## config.mk

```make
export PLATFORM = sky130hd
export DESIGN_NAME = national_id_number_validator
export DESIGN_NICKNAME = d
export VERILOG_FILES = /design/src/sv/nidv_pkg.sv /design/src/sv/nidv_date_chk.sv /design/src/sv/national_id_number_validator.sv
export SDC_FILE = /design/constraint.sdc
export NUM_CORES = 1
export LEC_CHECK = 0
export ABC_CLOCK_PERIOD_IN_PS = 31900
export BUFFER_PORTS_ARGS = -buffer_cell sky130_fd_sc_hd__buf_2
export CAP_MARGIN = 0
export CORE_ASPECT_RATIO = 0.5
export CORE_MARGIN = 2
export CORE_UTILIZATION = 49
export DETAILED_ROUTE_END_ITERATION = 12
export PLACE_DENSITY = 0.74
export SLEW_MARGIN = 20
export SYNTH_ARGS = -nofsm -noshare
export SYNTH_HDL_FRONTEND = slang
export SYNTH_HIERARCHICAL = 1
export SYNTH_SLANG_ARGS = --single-unit
```

## constraint.sdc

```tcl
create_clock -name clk -period 31.9 [get_ports clk]
set_input_delay 6.38 -clock clk [delete_from_list [all_inputs] [get_ports clk]]
set_output_delay 6.38 -clock clk [all_outputs]
set_load 0.05 [all_outputs]
```

## src/sv/nidv_pkg.sv

```systemverilog
`timescale 1ns / 1ps
// Package: shared types, constants and lookup functions for the ID number validator.
package nidv_pkg;

  typedef logic [4:0] pos_t;
  typedef logic [3:0] sum_t;
  typedef logic [6:0] val_t;
  typedef logic [3:0] digit_t;
  typedef logic [1:0] status_t;

  // Two-digit birth date fields, handed to the date checker
  typedef struct packed {
    val_t century;
    val_t year;
    val_t month;
    val_t day;
  } date_t;

  localparam pos_t ID_LEN   = 5'd18;
  localparam pos_t BODY_LEN = 5'd17;

  localparam pos_t POS_CENT_HI = 5'd6;
  localparam pos_t POS_CENT_LO = 5'd7;
  localparam pos_t POS_YEAR_HI = 5'd8;
  localparam pos_t POS_YEAR_LO = 5'd9;
  localparam pos_t POS_MON_HI  = 5'd10;
  localparam pos_t POS_MON_LO  = 5'd11;
  localparam pos_t POS_DAY_HI  = 5'd12;
  localparam pos_t POS_DAY_LO  = 5'd13;

  localparam logic [7:0] ASCII_ZERO = 8'd48;
  localparam logic [7:0] ASCII_NINE = 8'd57;
  localparam logic [7:0] ASCII_X    = 8'd88;

  localparam val_t MONTH_FEB  = 7'd2;
  localparam val_t MONTH_APR  = 7'd4;
  localparam val_t MONTH_JUN  = 7'd6;
  localparam val_t MONTH_SEP  = 7'd9;
  localparam val_t MONTH_NOV  = 7'd11;
  localparam val_t MONTH_MAX  = 7'd12;
  localparam val_t DAY_LEAP   = 7'd29;
  localparam val_t DAY_FEB    = 7'd28;
  localparam val_t DAY_SHORT  = 7'd30;
  localparam val_t DAY_LONG   = 7'd31;

  localparam int STAT_DATE_BIT = 0;
  localparam int STAT_CODE_BIT = 1;

  // ISO 7064 MOD 11-2 weights for characters 1..17
  function automatic sum_t weight_of(input pos_t p);
    sum_t w;
    case (p)
      5'd0:    w = 4'd7;
      5'd1:    w = 4'd9;
      5'd2:    w = 4'd10;
      5'd3:    w = 4'd5;
      5'd4:    w = 4'd8;
      5'd5:    w = 4'd4;
      5'd6:    w = 4'd2;
      5'd7:    w = 4'd1;
      5'd8:    w = 4'd6;
      5'd9:    w = 4'd3;
      5'd10:   w = 4'd7;
      5'd11:   w = 4'd9;
      5'd12:   w = 4'd10;
      5'd13:   w = 4'd5;
      5'd14:   w = 4'd8;
      5'd15:   w = 4'd4;
      5'd16:   w = 4'd2;
      default: w = 4'd0;
    endcase
    return w;
  endfunction

  // Expected check character for a given sum mod 11
  function automatic logic [7:0] check_char(input sum_t s);
    logic [7:0] c;
    case (s)
      4'd0:    c = 8'd49;      // '1'
      4'd1:    c = 8'd48;      // '0'
      4'd2:    c = ASCII_X;
      4'd3:    c = 8'd57;
      4'd4:    c = 8'd56;
      4'd5:    c = 8'd55;
      4'd6:    c = 8'd54;
      4'd7:    c = 8'd53;
      4'd8:    c = 8'd52;
      4'd9:    c = 8'd51;
      4'd10:   c = 8'd50;      // '2'
      default: c = 8'd0;
    endcase
    return c;
  endfunction

  // v mod 11 for v < 128: quotient by reciprocal 187/2048, exact in this range
  function automatic sum_t mod11(input val_t v);
    logic [14:0] prod;
    logic [3:0]  q;
    val_t        r;
    prod = 15'(v) * 15'd187;
    q    = prod[14:11];
    r    = v - 7'(q) * 7'd11;
    return r[3:0];
  endfunction

endpackage

```

## src/sv/nidv_date_chk.sv

```systemverilog
`timescale 1ns / 1ps
// Birth date range check: month, days per month, Gregorian leap years.
module nidv_date_chk
  import nidv_pkg::*;
(
  input  date_t date_i,
  output logic  bad_o
);

  logic leap;
  val_t feb_max;
  logic short_month;

  // Fields are at most 99, so y%100 is the year field and y%4 its low bits;
  // y%400 == 0 only when the year field is 0 and the century is a multiple of 4.
  always_comb begin
    leap = ((date_i.year[1:0] == 2'd0) && (date_i.year != 7'd0)) ||
           ((date_i.year == 7'd0) && (date_i.century[1:0] == 2'd0));
    feb_max = leap ? DAY_LEAP : DAY_FEB;
    short_month = (date_i.month == MONTH_APR) || (date_i.month == MONTH_JUN) ||
                  (date_i.month == MONTH_SEP) || (date_i.month == MONTH_NOV);
    bad_o = (date_i.month == 7'd0) || (date_i.month > MONTH_MAX) ||
            (date_i.day == 7'd0) || (date_i.day > DAY_LONG) ||
            ((date_i.month == MONTH_FEB) && (date_i.day > feb_max)) ||
            (short_month && (date_i.day > DAY_SHORT));
  end

endmodule

```

## src/sv/national_id_number_validator.sv

```systemverilog
`timescale 1ns / 1ps
// Top level: streaming 18-character ID number validator (MOD 11-2 check + date check).
//
//  channel | direction | handshake            | payload
//  --------+-----------+----------------------+------------------------------------
//  in_     | input     | in_valid / in_ready  | in_char_code[7:0], in_line_start
//  out_    | output    | out_valid / out_ready| out_status[1:0]
//
// One character per cycle, back to back, while no waiting result stalls the
// input. An item is captured in the input register, then its sum, date and
// check work is done combinationally into the result register; out_valid
// rises once the 18th character has passed through both registers.
// Synchronous active-low reset clears position, accumulators and valid flags.
// A stalled result holds the result register and the input register behind
// it; in_ready drops while the input register is full and a waiting result
// is not taken.
module national_id_number_validator
  import nidv_pkg::*;
(
  input  logic       clk,
  input  logic       rst_n,
  input  logic       in_valid,
  output logic       in_ready,
  input  logic [7:0] in_char_code,
  input  logic       in_line_start,
  output logic       out_valid,
  input  logic       out_ready,
  output status_t    out_status
);

  // input register
  logic       s1_valid_r, s1_valid_nxt;
  logic [7:0] s1_char_r;
  logic       s1_start_r;

  // per-number state
  pos_t pos_r, pos_nxt;
  sum_t sum_r, sum_nxt;
  val_t cent_r, cent_nxt;
  val_t year_r, year_nxt;
  val_t mon_r, mon_nxt;
  val_t day_r, day_nxt;
  logic nondig_r, nondig_nxt;

  // result register
  logic    out_valid_r, out_valid_nxt;
  status_t out_status_r, out_status_nxt;

  logic   adv;      // input register item processed this cycle
  logic   has_res;  // that item is the check character
  pos_t   pos_b;
  sum_t   sum_b;
  val_t   cent_b, year_b, mon_b, day_b;
  logic   nondig_b;
  logic   is_digit;
  digit_t digit;
  logic [7:0] wprod;
  val_t   sum_raw;
  date_t  date;
  logic   date_bad;

  assign adv      = s1_valid_r && (!out_valid_r || out_ready);
  assign in_ready = !s1_valid_r || adv;

  // line start clears everything before the character is used
  always_comb begin
    pos_b    = s1_start_r ? 5'd0 : pos_r;
    sum_b    = s1_start_r ? 4'd0 : sum_r;
    cent_b   = s1_start_r ? 7'd0 : cent_r;
    year_b   = s1_start_r ? 7'd0 : year_r;
    mon_b    = s1_start_r ? 7'd0 : mon_r;
    day_b    = s1_start_r ? 7'd0 : day_r;
    nondig_b = s1_start_r ? 1'b0 : nondig_r;
  end

  assign is_digit = (s1_char_r >= ASCII_ZERO) && (s1_char_r <= ASCII_NINE);
  assign digit    = is_digit ? 4'(s1_char_r - ASCII_ZERO) : 4'd0;
  assign wprod    = weight_of(pos_b) * digit;
  assign sum_raw  = 7'(sum_b) + wprod[6:0];

  assign date = '{century: cent_b, year: year_b, month: mon_b, day: day_b};

  nidv_date_chk u_date_chk (
    .date_i (date),
    .bad_o  (date_bad)
  );

  assign has_res = (pos_b == BODY_LEN);

  always_comb begin
    pos_nxt    = pos_r;
    sum_nxt    = sum_r;
    cent_nxt   = cent_r;
    year_nxt   = year_r;
    mon_nxt    = mon_r;
    day_nxt    = day_r;
    nondig_nxt = nondig_r;
    out_status_nxt = out_status_r;
    if (adv) begin
      pos_nxt    = pos_b;
      sum_nxt    = sum_b;
      cent_nxt   = cent_b;
      year_nxt   = year_b;
      mon_nxt    = mon_b;
      day_nxt    = day_b;
      nondig_nxt = nondig_b;
      if (pos_b < BODY_LEN) begin
        // body character: weighted sum and date digits
        sum_nxt = mod11(sum_raw);
        if (!is_digit) begin
          nondig_nxt = 1'b1;
        end
        if (pos_b == POS_CENT_HI || pos_b == POS_CENT_LO) begin
          cent_nxt = 7'((cent_b << 3) + (cent_b << 1) + 7'(digit));
        end else if (pos_b == POS_YEAR_HI || pos_b == POS_YEAR_LO) begin
          year_nxt = 7'((year_b << 3) + (year_b << 1) + 7'(digit));
        end else if (pos_b == POS_MON_HI || pos_b == POS_MON_LO) begin
          mon_nxt = 7'((mon_b << 3) + (mon_b << 1) + 7'(digit));
        end else if (pos_b == POS_DAY_HI || pos_b == POS_DAY_LO) begin
          day_nxt = 7'((day_b << 3) + (day_b << 1) + 7'(digit));
        end
        pos_nxt = pos_b + 5'd1;
      end else if (has_res) begin
        // check character: emit status, then ignore until next line start
        out_status_nxt[STAT_DATE_BIT] = date_bad;
        out_status_nxt[STAT_CODE_BIT] = nondig_b || (s1_char_r != check_char(sum_b));
        pos_nxt = ID_LEN;
      end
    end
  end

  always_comb begin
    s1_valid_nxt  = in_valid ? 1'b1 : (s1_valid_r && !adv);
    out_valid_nxt = adv ? has_res : (out_valid_r && !out_ready);
  end

  always_ff @(posedge clk) begin
    if (!rst_n) begin
      s1_valid_r  <= 1'b0;
      out_valid_r <= 1'b0;
      pos_r       <= '0;
      sum_r       <= '0;
      cent_r      <= '0;
      year_r      <= '0;
      mon_r       <= '0;
      day_r       <= '0;
      nondig_r    <= 1'b0;
    end else begin
      if (in_ready) begin
        s1_valid_r <= s1_valid_nxt;
      end
      out_valid_r <= out_valid_nxt;
      pos_r       <= pos_nxt;
      sum_r       <= sum_nxt;
      cent_r      <= cent_nxt;
      year_r      <= year_nxt;
      mon_r       <= mon_nxt;
      day_r       <= day_nxt;
      nondig_r    <= nondig_nxt;
    end
  end

  // payload registers
  always_ff @(posedge clk) begin
    if (in_valid && in_ready) begin
      s1_char_r  <= in_char_code;
      s1_start_r <= in_line_start;
    end
    out_status_r <= out_status_nxt;
  end

  assign out_valid  = out_valid_r;
  assign out_status = out_status_r;

endmodule

```

==> flow_summary.json, run 1 <==
{
  "drv_cap": 0,
  "clockBufferDepth": 2,
  "grt_setup_unrepaired": "no",
  "finalHoldViolations": 0,
  "insertion_delay_ns": 0.29,
  "seq_area_sq_mm": 0.00103,
  "overflow": 0,
  "drc_errors": 0,
  "critPathRequiredTime_ns": 25.52,
  "fp.dieW_microns": 151,
  "ir_drop_uv": 19.6,
  "fin_area_sq_mm": 0.00564,
  "hold_path_class": "register to register",
  "fmax_mhz": 75.2,
  "worst_pin_slew_ns": 0.922,
  "placementRows": 26,
  "critPathSlowestCell": "buf_2",
  "crit_top_cell": "buf_2",
  "cpPeakStageDelay_ns": 0.21,
  "syn-mean-instance-area_sq_um": 8.73,
  "start_util_pct": 51.1,
  "path_clk_slew_ns": 0.07,
  "yosys_warnings": 6,
  "p_leak_nw": 2.89,
  "drive_gt1_share_pct": 6.21,
  "cts_htree_levels": 2,
  "wl_per_cell_microns": 14.0,
  "crit_fanout": 2,
  "io_buffer_count": 16,
  "cts_buffers": 5,
  "fin_skew_ns": 0.00761,
  "drtAntennaViolNets": 0,
  "fillCellCount": 919,
  "path_class": "primary input to primary output",
  "cts_hold_buf": 0,
  "fin_setup_tns_ns": 0,
  "die_h_microns": 77.4,
  "synthCells": 605,
  "status": "complete, no violations",
  "die_area_sq_mm": 0.0117,
  "cpLargestDelayFamily": "buffers and inverters",
  "synthesis.area_sq_mm": 0.00528,
  "slew_violations": 0,
  "coreArea_sq_mm": 0.0103,
  "multiInputGateArea_sq_mm": 0.00390,
  "power_density_mw_per_mm2": 28.1,
  "cts_tree": "done",
  "postCtsSetupRepairBufs": 0,
  "crit_buf_inv": 2,
  "period_needed_ns": 13.30,
  "dpl-instance-area_sq_mm": 0.00548,
  "final_net_count": 742,
  "drtIter0Drc": 175,
  "grt_antenna_before_repair": 0,
  "setup_viol": 0,
  "maxSlewHeadroom_pct": 38.1,
  "end_kind": "primary output",
  "cts.sinks": 46,
  "fin_cells": 752,
  "dr.pass1.iters": 4,
  "syn_nets": 736,
  "insertedDiodeCount": 0,
  "finalWeightedCongestion": 0.841,
  "grt_pass1_vias": 4202,
  "cp.arrival_ns": 6.92,
  "place_inst": 744,
  "root_buffer": "clkbuf_16",
  "io_pins": 17,
  "final_util_pct": 54.5,
  "hpwl_microns": 8140,
  "grt_max_degree": 39,
  "grt_usage_pct": 19.6,
  "cts-resized-gates": 0,
  "path_cells": "buf_2 > nor2b_1 > nand2_1 > buf_2",
  "routed_wl_microns": 10600,
  "syn2layout_area_growth_pct": 6.75,
  "startpoint_type": "primary input",
  "fin_crit_sh_pct": 41.7,
  "viasPerCell": 5.44,
  "vias": 4088,
  "grt_pass1_wl_microns": 18700
}
## flip-flops by register name, summed over array words and instances, names as in the netlist, 2 cells and up
name        count
cent_r          2
day_r           7
mon_r           7
out_status      2
pos_r           5
s1_char_r       8
sum_r           4
year_r          7
## per-stage QoR
| step | worst slack [ns] | total power [W] | hold WS [ns] |
|---|---|---|---|
| after floorplan | 18.71 | 0.0000919 | 0.454 |
| after global placement | 18.63 | 0.0000985 | 0.500 |
| after detailed placement | 18.60 | 0.000100 | 0.509 |
| after CTS | 18.60 | 0.000160 | 0.524 |
| after global routing | 18.57 | 0.000168 | 0.547 |
| final | 18.60 | 0.000159 | 0.516 |
## cell type report
cell class                      instances  area share [%]
Clock buffer                            7            2.35
Clock inverter                          1           0.533
Inverter                               75            4.99
Multi-Input combinational cell        466            69.2
Sequential cell                        46            18.3
Tap cell                              140            3.11
Timing Repair Buffer                   17            1.55
## cell usage in the layout, fill, tap and decap left out, types with 3 or more instances in the layout
master     instances
o21bai_1           3
ha_1              88
nor3_1            11
fa_1              30
nor4_1             6
buf_2             16
a21o_1            11
inv_1             75
dfxtp_1           35
clkbuf_16          5
or3_1              6
a21oi_1           25
xnor2_1           23
nor2_1            38
nand2b_1           6
nand2_1           43
nor3b_1            3
o21ai_0           15
edfxtp_1          11
o21ai_1            4
and2_1             4
nor2b_1           46
a21boi_0           3
xor2_1            17
nand3_1           11
a22oi_1           25
or4_1              3
## worst reg2reg max path: cells and delay by family (launching register included)
kind                       cells  cell delay [ns]
and+or+nand+nor                8             1.79
buffers and inverters          8             1.30
AOI/OAI and AO/OA              9             1.84
adders and majority gates     13             5.27
DFF                            1             0.33
xor gates and xnor gates       3             0.57
## layer usage
metal,vias up,GRT usage [%],part of all wire [%]
met5,-,0,0
met1,1950,25.4,48
met2,42,34.6,49
li1,2087,-,-
met4,0,5.23,1.1
met3,9,2.35,2.0
## power by group
group	internal, W	switching [W]	total [W]
clock network	0.0000371	0.0000227	0.0000598
logic	0.0000149	0.0000209	0.0000358
registers	0.0000612	0.00000189	0.0000631
total	0.000113	0.0000455	0.000159
## worst paths after layout
check                             start               endpoint  slack [ns]  depth (start not counted)
setup / recovery              out_ready               in_ready       18.60                          4
hold / removal    sum_r[1]$_SDFFE_PN0P_  sum_r[1]$_SDFFE_PN0P_        0.52                          2
setup reg to reg   s1_start_r$_DFFE_PP_  sum_r[3]$_SDFFE_PN0P_       20.69                         41
hold reg to reg   sum_r[1]$_SDFFE_PN0P_  sum_r[1]$_SDFFE_PN0P_        0.52                          2
Note: power is estimated with default switching activity, not from simulation.
==> run 2, diff against run 1 <==
--- a/config.mk
+++ b/config.mk
@@ -5,7 +5,7 @@
 export SDC_FILE = /design/constraint.sdc
 export NUM_CORES = 1
 export LEC_CHECK = 0
-export ABC_CLOCK_PERIOD_IN_PS = 31900
+export ABC_CLOCK_PERIOD_IN_PS = 12460
 export BUFFER_PORTS_ARGS = -buffer_cell sky130_fd_sc_hd__buf_2
 export CAP_MARGIN = 0
 export CORE_ASPECT_RATIO = 0.5
==> constraint.sdc (replaced) <==
create_clock -name clk -period 12.46 [get_ports clk]
set_input_delay 2.492 -clock clk [delete_from_list [all_inputs] [get_ports clk]]
set_output_delay 2.492 -clock clk [all_outputs]
set_load 0.05 [all_outputs]
==> run 2 against run 1 <==
- worst setup slack got worse by 17 ns
- final cell count increased by 0.13%
- core utilization decreased by 0.17 points
- largest cell class unchanged
- hold slack got worse by 0.0097 ns
- die area unchanged
- combinational power increased to 2.6 times the previous value
==> flow_summary.json, run 2 (synthesis results as in run 1) <==
{
  "grt_setup_unrepaired": "no",
  "overflow": 0,
  "final_net_count": 743,
  "crit_top_cell": "fa_1",
  "maxSlewHeadroom_pct": 39.7,
  "place_inst": 745,
  "drtIter0Drc": 167,
  "multiInputGateArea_sq_mm": 0.00390,
  "power_density_mw_per_mm2": 68.3,
  "wl_per_cell_microns": 14.2,
  "critPathRequiredTime_ns": 12.64,
  "grt_max_degree": 39,
  "fin_cells": 753,
  "viasPerCell": 5.43,
  "routed_wl_microns": 10700,
  "clock_power_share_pct": 33.9,
  "dr.pass1.iters": 4,
  "largest_reg_flops": 8,
  "io_buffer_count": 16,
  "fin_setup_tns_ns": 0,
  "finalWeightedCongestion": 0.840,
  "hpwl_microns": 8500,
  "power.switching_w": 0.000116,
  "clockBufferDepth": 2,
  "use_met3_pct": 2.94,
  "crit_cells": 41,
  "drive_gt1_share_pct": 6.36,
  "hold_path_class": "register to register",
  "worst_pin_slew_ns": 0.898,
  "p_leak_nw": 2.89,
  "drc_errors": 0,
  "cts-resized-gates": 0,
  "crit_buf_inv": 7,
  "io_pins": 17,
  "cp.arrival_ns": 10.81,
  "rrSetupSlack_ns": 1.83,
  "root_buffer": "clkbuf_16",
  "seqPwrFrac_pct": 42.1,
  "fillCellCount": 948,
  "die_area_sq_mm": 0.0117,
  "startpoint": "s1_start_r$_DFFE_PP_",
  "drv_cap": 0,
  "path_class": "register to register",
  "insertion_delay_ns": 0.29,
  "finalHoldViolations": 0,
  "drtAntennaViolNets": 0,
  "grt_pass1_wl_microns": 19000,
  "slew_violations": 0,
  "vias": 4090,
  "top_register": "s1_char_r",
  "swShare_pct": 30.1,
  "period_needed_ns": 10.63,
  "timing.rr.end": "sum_r[3]$_SDFFE_PN0P_",
  "fin_crit_sh_pct": 85.3,
  "syn2layout_area_growth_pct": 6.42,
  "final_common_cell": "ha_1",
  "combPwrFrac_pct": 24.0,
  "critPathSlowestCell": "fa_1",
  "end_kind": "register",
  "seq_area_sq_mm": 0.00103,
  "fin_skew_ns": 0.00217,
  "cts_htree_levels": 2,
  "cts_tree": "done",
  "rr_worst_depth": 41,
  "final_util_pct": 54.3,
  "start_util_pct": 51.1,
  "placementRows": 26,
  "r2r_start": "s1_start_r$_DFFE_PP_",
  "coreArea_sq_mm": 0.0103,
  "intPower_w": 0.000268,
  "grt_usage_pct": 19.9,
  "fp.dieW_microns": 151,
  "grt_antenna_before_repair": 0,
  "postCtsSetupRepairBufs": 0,
  "grt_util_met2_pct": 35.6,
  "crit_fanout": 38,
  "path_clk_slew_ns": 0.06,
  "min_path_cells": 2,
  "top_usage_layer": "met2",
  "grt_pass1_vias": 4161,
  "cpPeakStageDelay_ns": 0.55,
  "grt_use_met1_pct": 26.0,
  "mostFrequentLayoutCells": "ha_1, inv_1, nor2b_1",
  "cts_buffers": 5,
  "ir_drop_uv": 41.3,
  "cts.sinks": 46,
  "setup_viol": 0,
  "startpoint_type": "register",
  "insertedDiodeCount": 0,
  "die_h_microns": 77.4,
  "fmax_mhz": 94.1,
  "cts_hold_buf": 0,
  "endpoint": "sum_r[3]$_SDFFE_PN0P_",
  "cpLargestDelayFamily": "adder cells",
  "status": "complete, no violations"
}
[run 2: area by class of cell]
class / instances / share of cell area [%]
clock buffers: 6 / 2.29
repair buffers: 18 / 1.69
well taps: 140 / 3.12
inverters: 75 / 5.01
multi-input cells: 466 / 69.4
clock inverters: 2 / 0.156
flip-flops and latches: 46 / 18.3
[run 2: worst min-delay path by stage]
| stage | slack (ns) | endpoint | start |
|---|---|---|---|
| after global routing | 0.55 | sum_r[1]$_SDFFE_PN0P_ | sum_r[1]$_SDFFE_PN0P_ |
| after detailed placement | 0.51 | sum_r[1]$_SDFFE_PN0P_ | sum_r[1]$_SDFFE_PN0P_ |
| after global placement | 0.50 | sum_r[1]$_SDFFE_PN0P_ | sum_r[1]$_SDFFE_PN0P_ |
| final | 0.51 | sum_r[1]$_SDFFE_PN0P_ | sum_r[1]$_SDFFE_PN0P_ |
| after CTS | 0.51 | sum_r[1]$_SDFFE_PN0P_ | sum_r[1]$_SDFFE_PN0P_ |
| after floorplan | 0.45 | sum_r[1]$_SDFFE_PN0P_ | sum_r[1]$_SDFFE_PN0P_ |
[run 2: routing by layer]
layer	vias to the layer above	share of wire, %
li1	2090	-
met1	1923	48
met2	70	49
met3	7	2.9
met4	0	0.57
met5	-	0
[run 2: worst reg2reg max path: cells and delay by family, from the launching register on]
family	cells	cell delay (ns)
XOR/XNOR	4	0.72
buffers and inverters	7	0.64
AO/OA/AOI/OAI	10	1.91
AND/OR/NAND/NOR	7	1.51
flip-flops	1	0.36
adder cells (fa/ha/maj)	13	5.37
[run 2: per-stage QoR]
stage	hold WS (ns)	cell area, sq um	power [W]	setup WS [ns]
detailed placement	0.506	5480	0.000257	1.88
global route	0.547	5620	0.000408	0.963
CTS	0.514	5620	0.000387	1.84
floorplan	0.454	5280	0.000235	2.38
finish	0.506	5620	0.000384	1.83
global placement	0.501	5480	0.000254	2.23
[run 2: power groups by stage]
stage	Combinational, W	Sequential (W)	Clock (W)
final	0.0000920	0.000162	0.000130
after global routing	0.000106	0.000162	0.000140
after CTS	0.0000927	0.000162	0.000133
after detailed placement	0.0000922	0.000165	0
after global placement	0.0000889	0.000165	0
after floorplan	0.0000734	0.000162	0
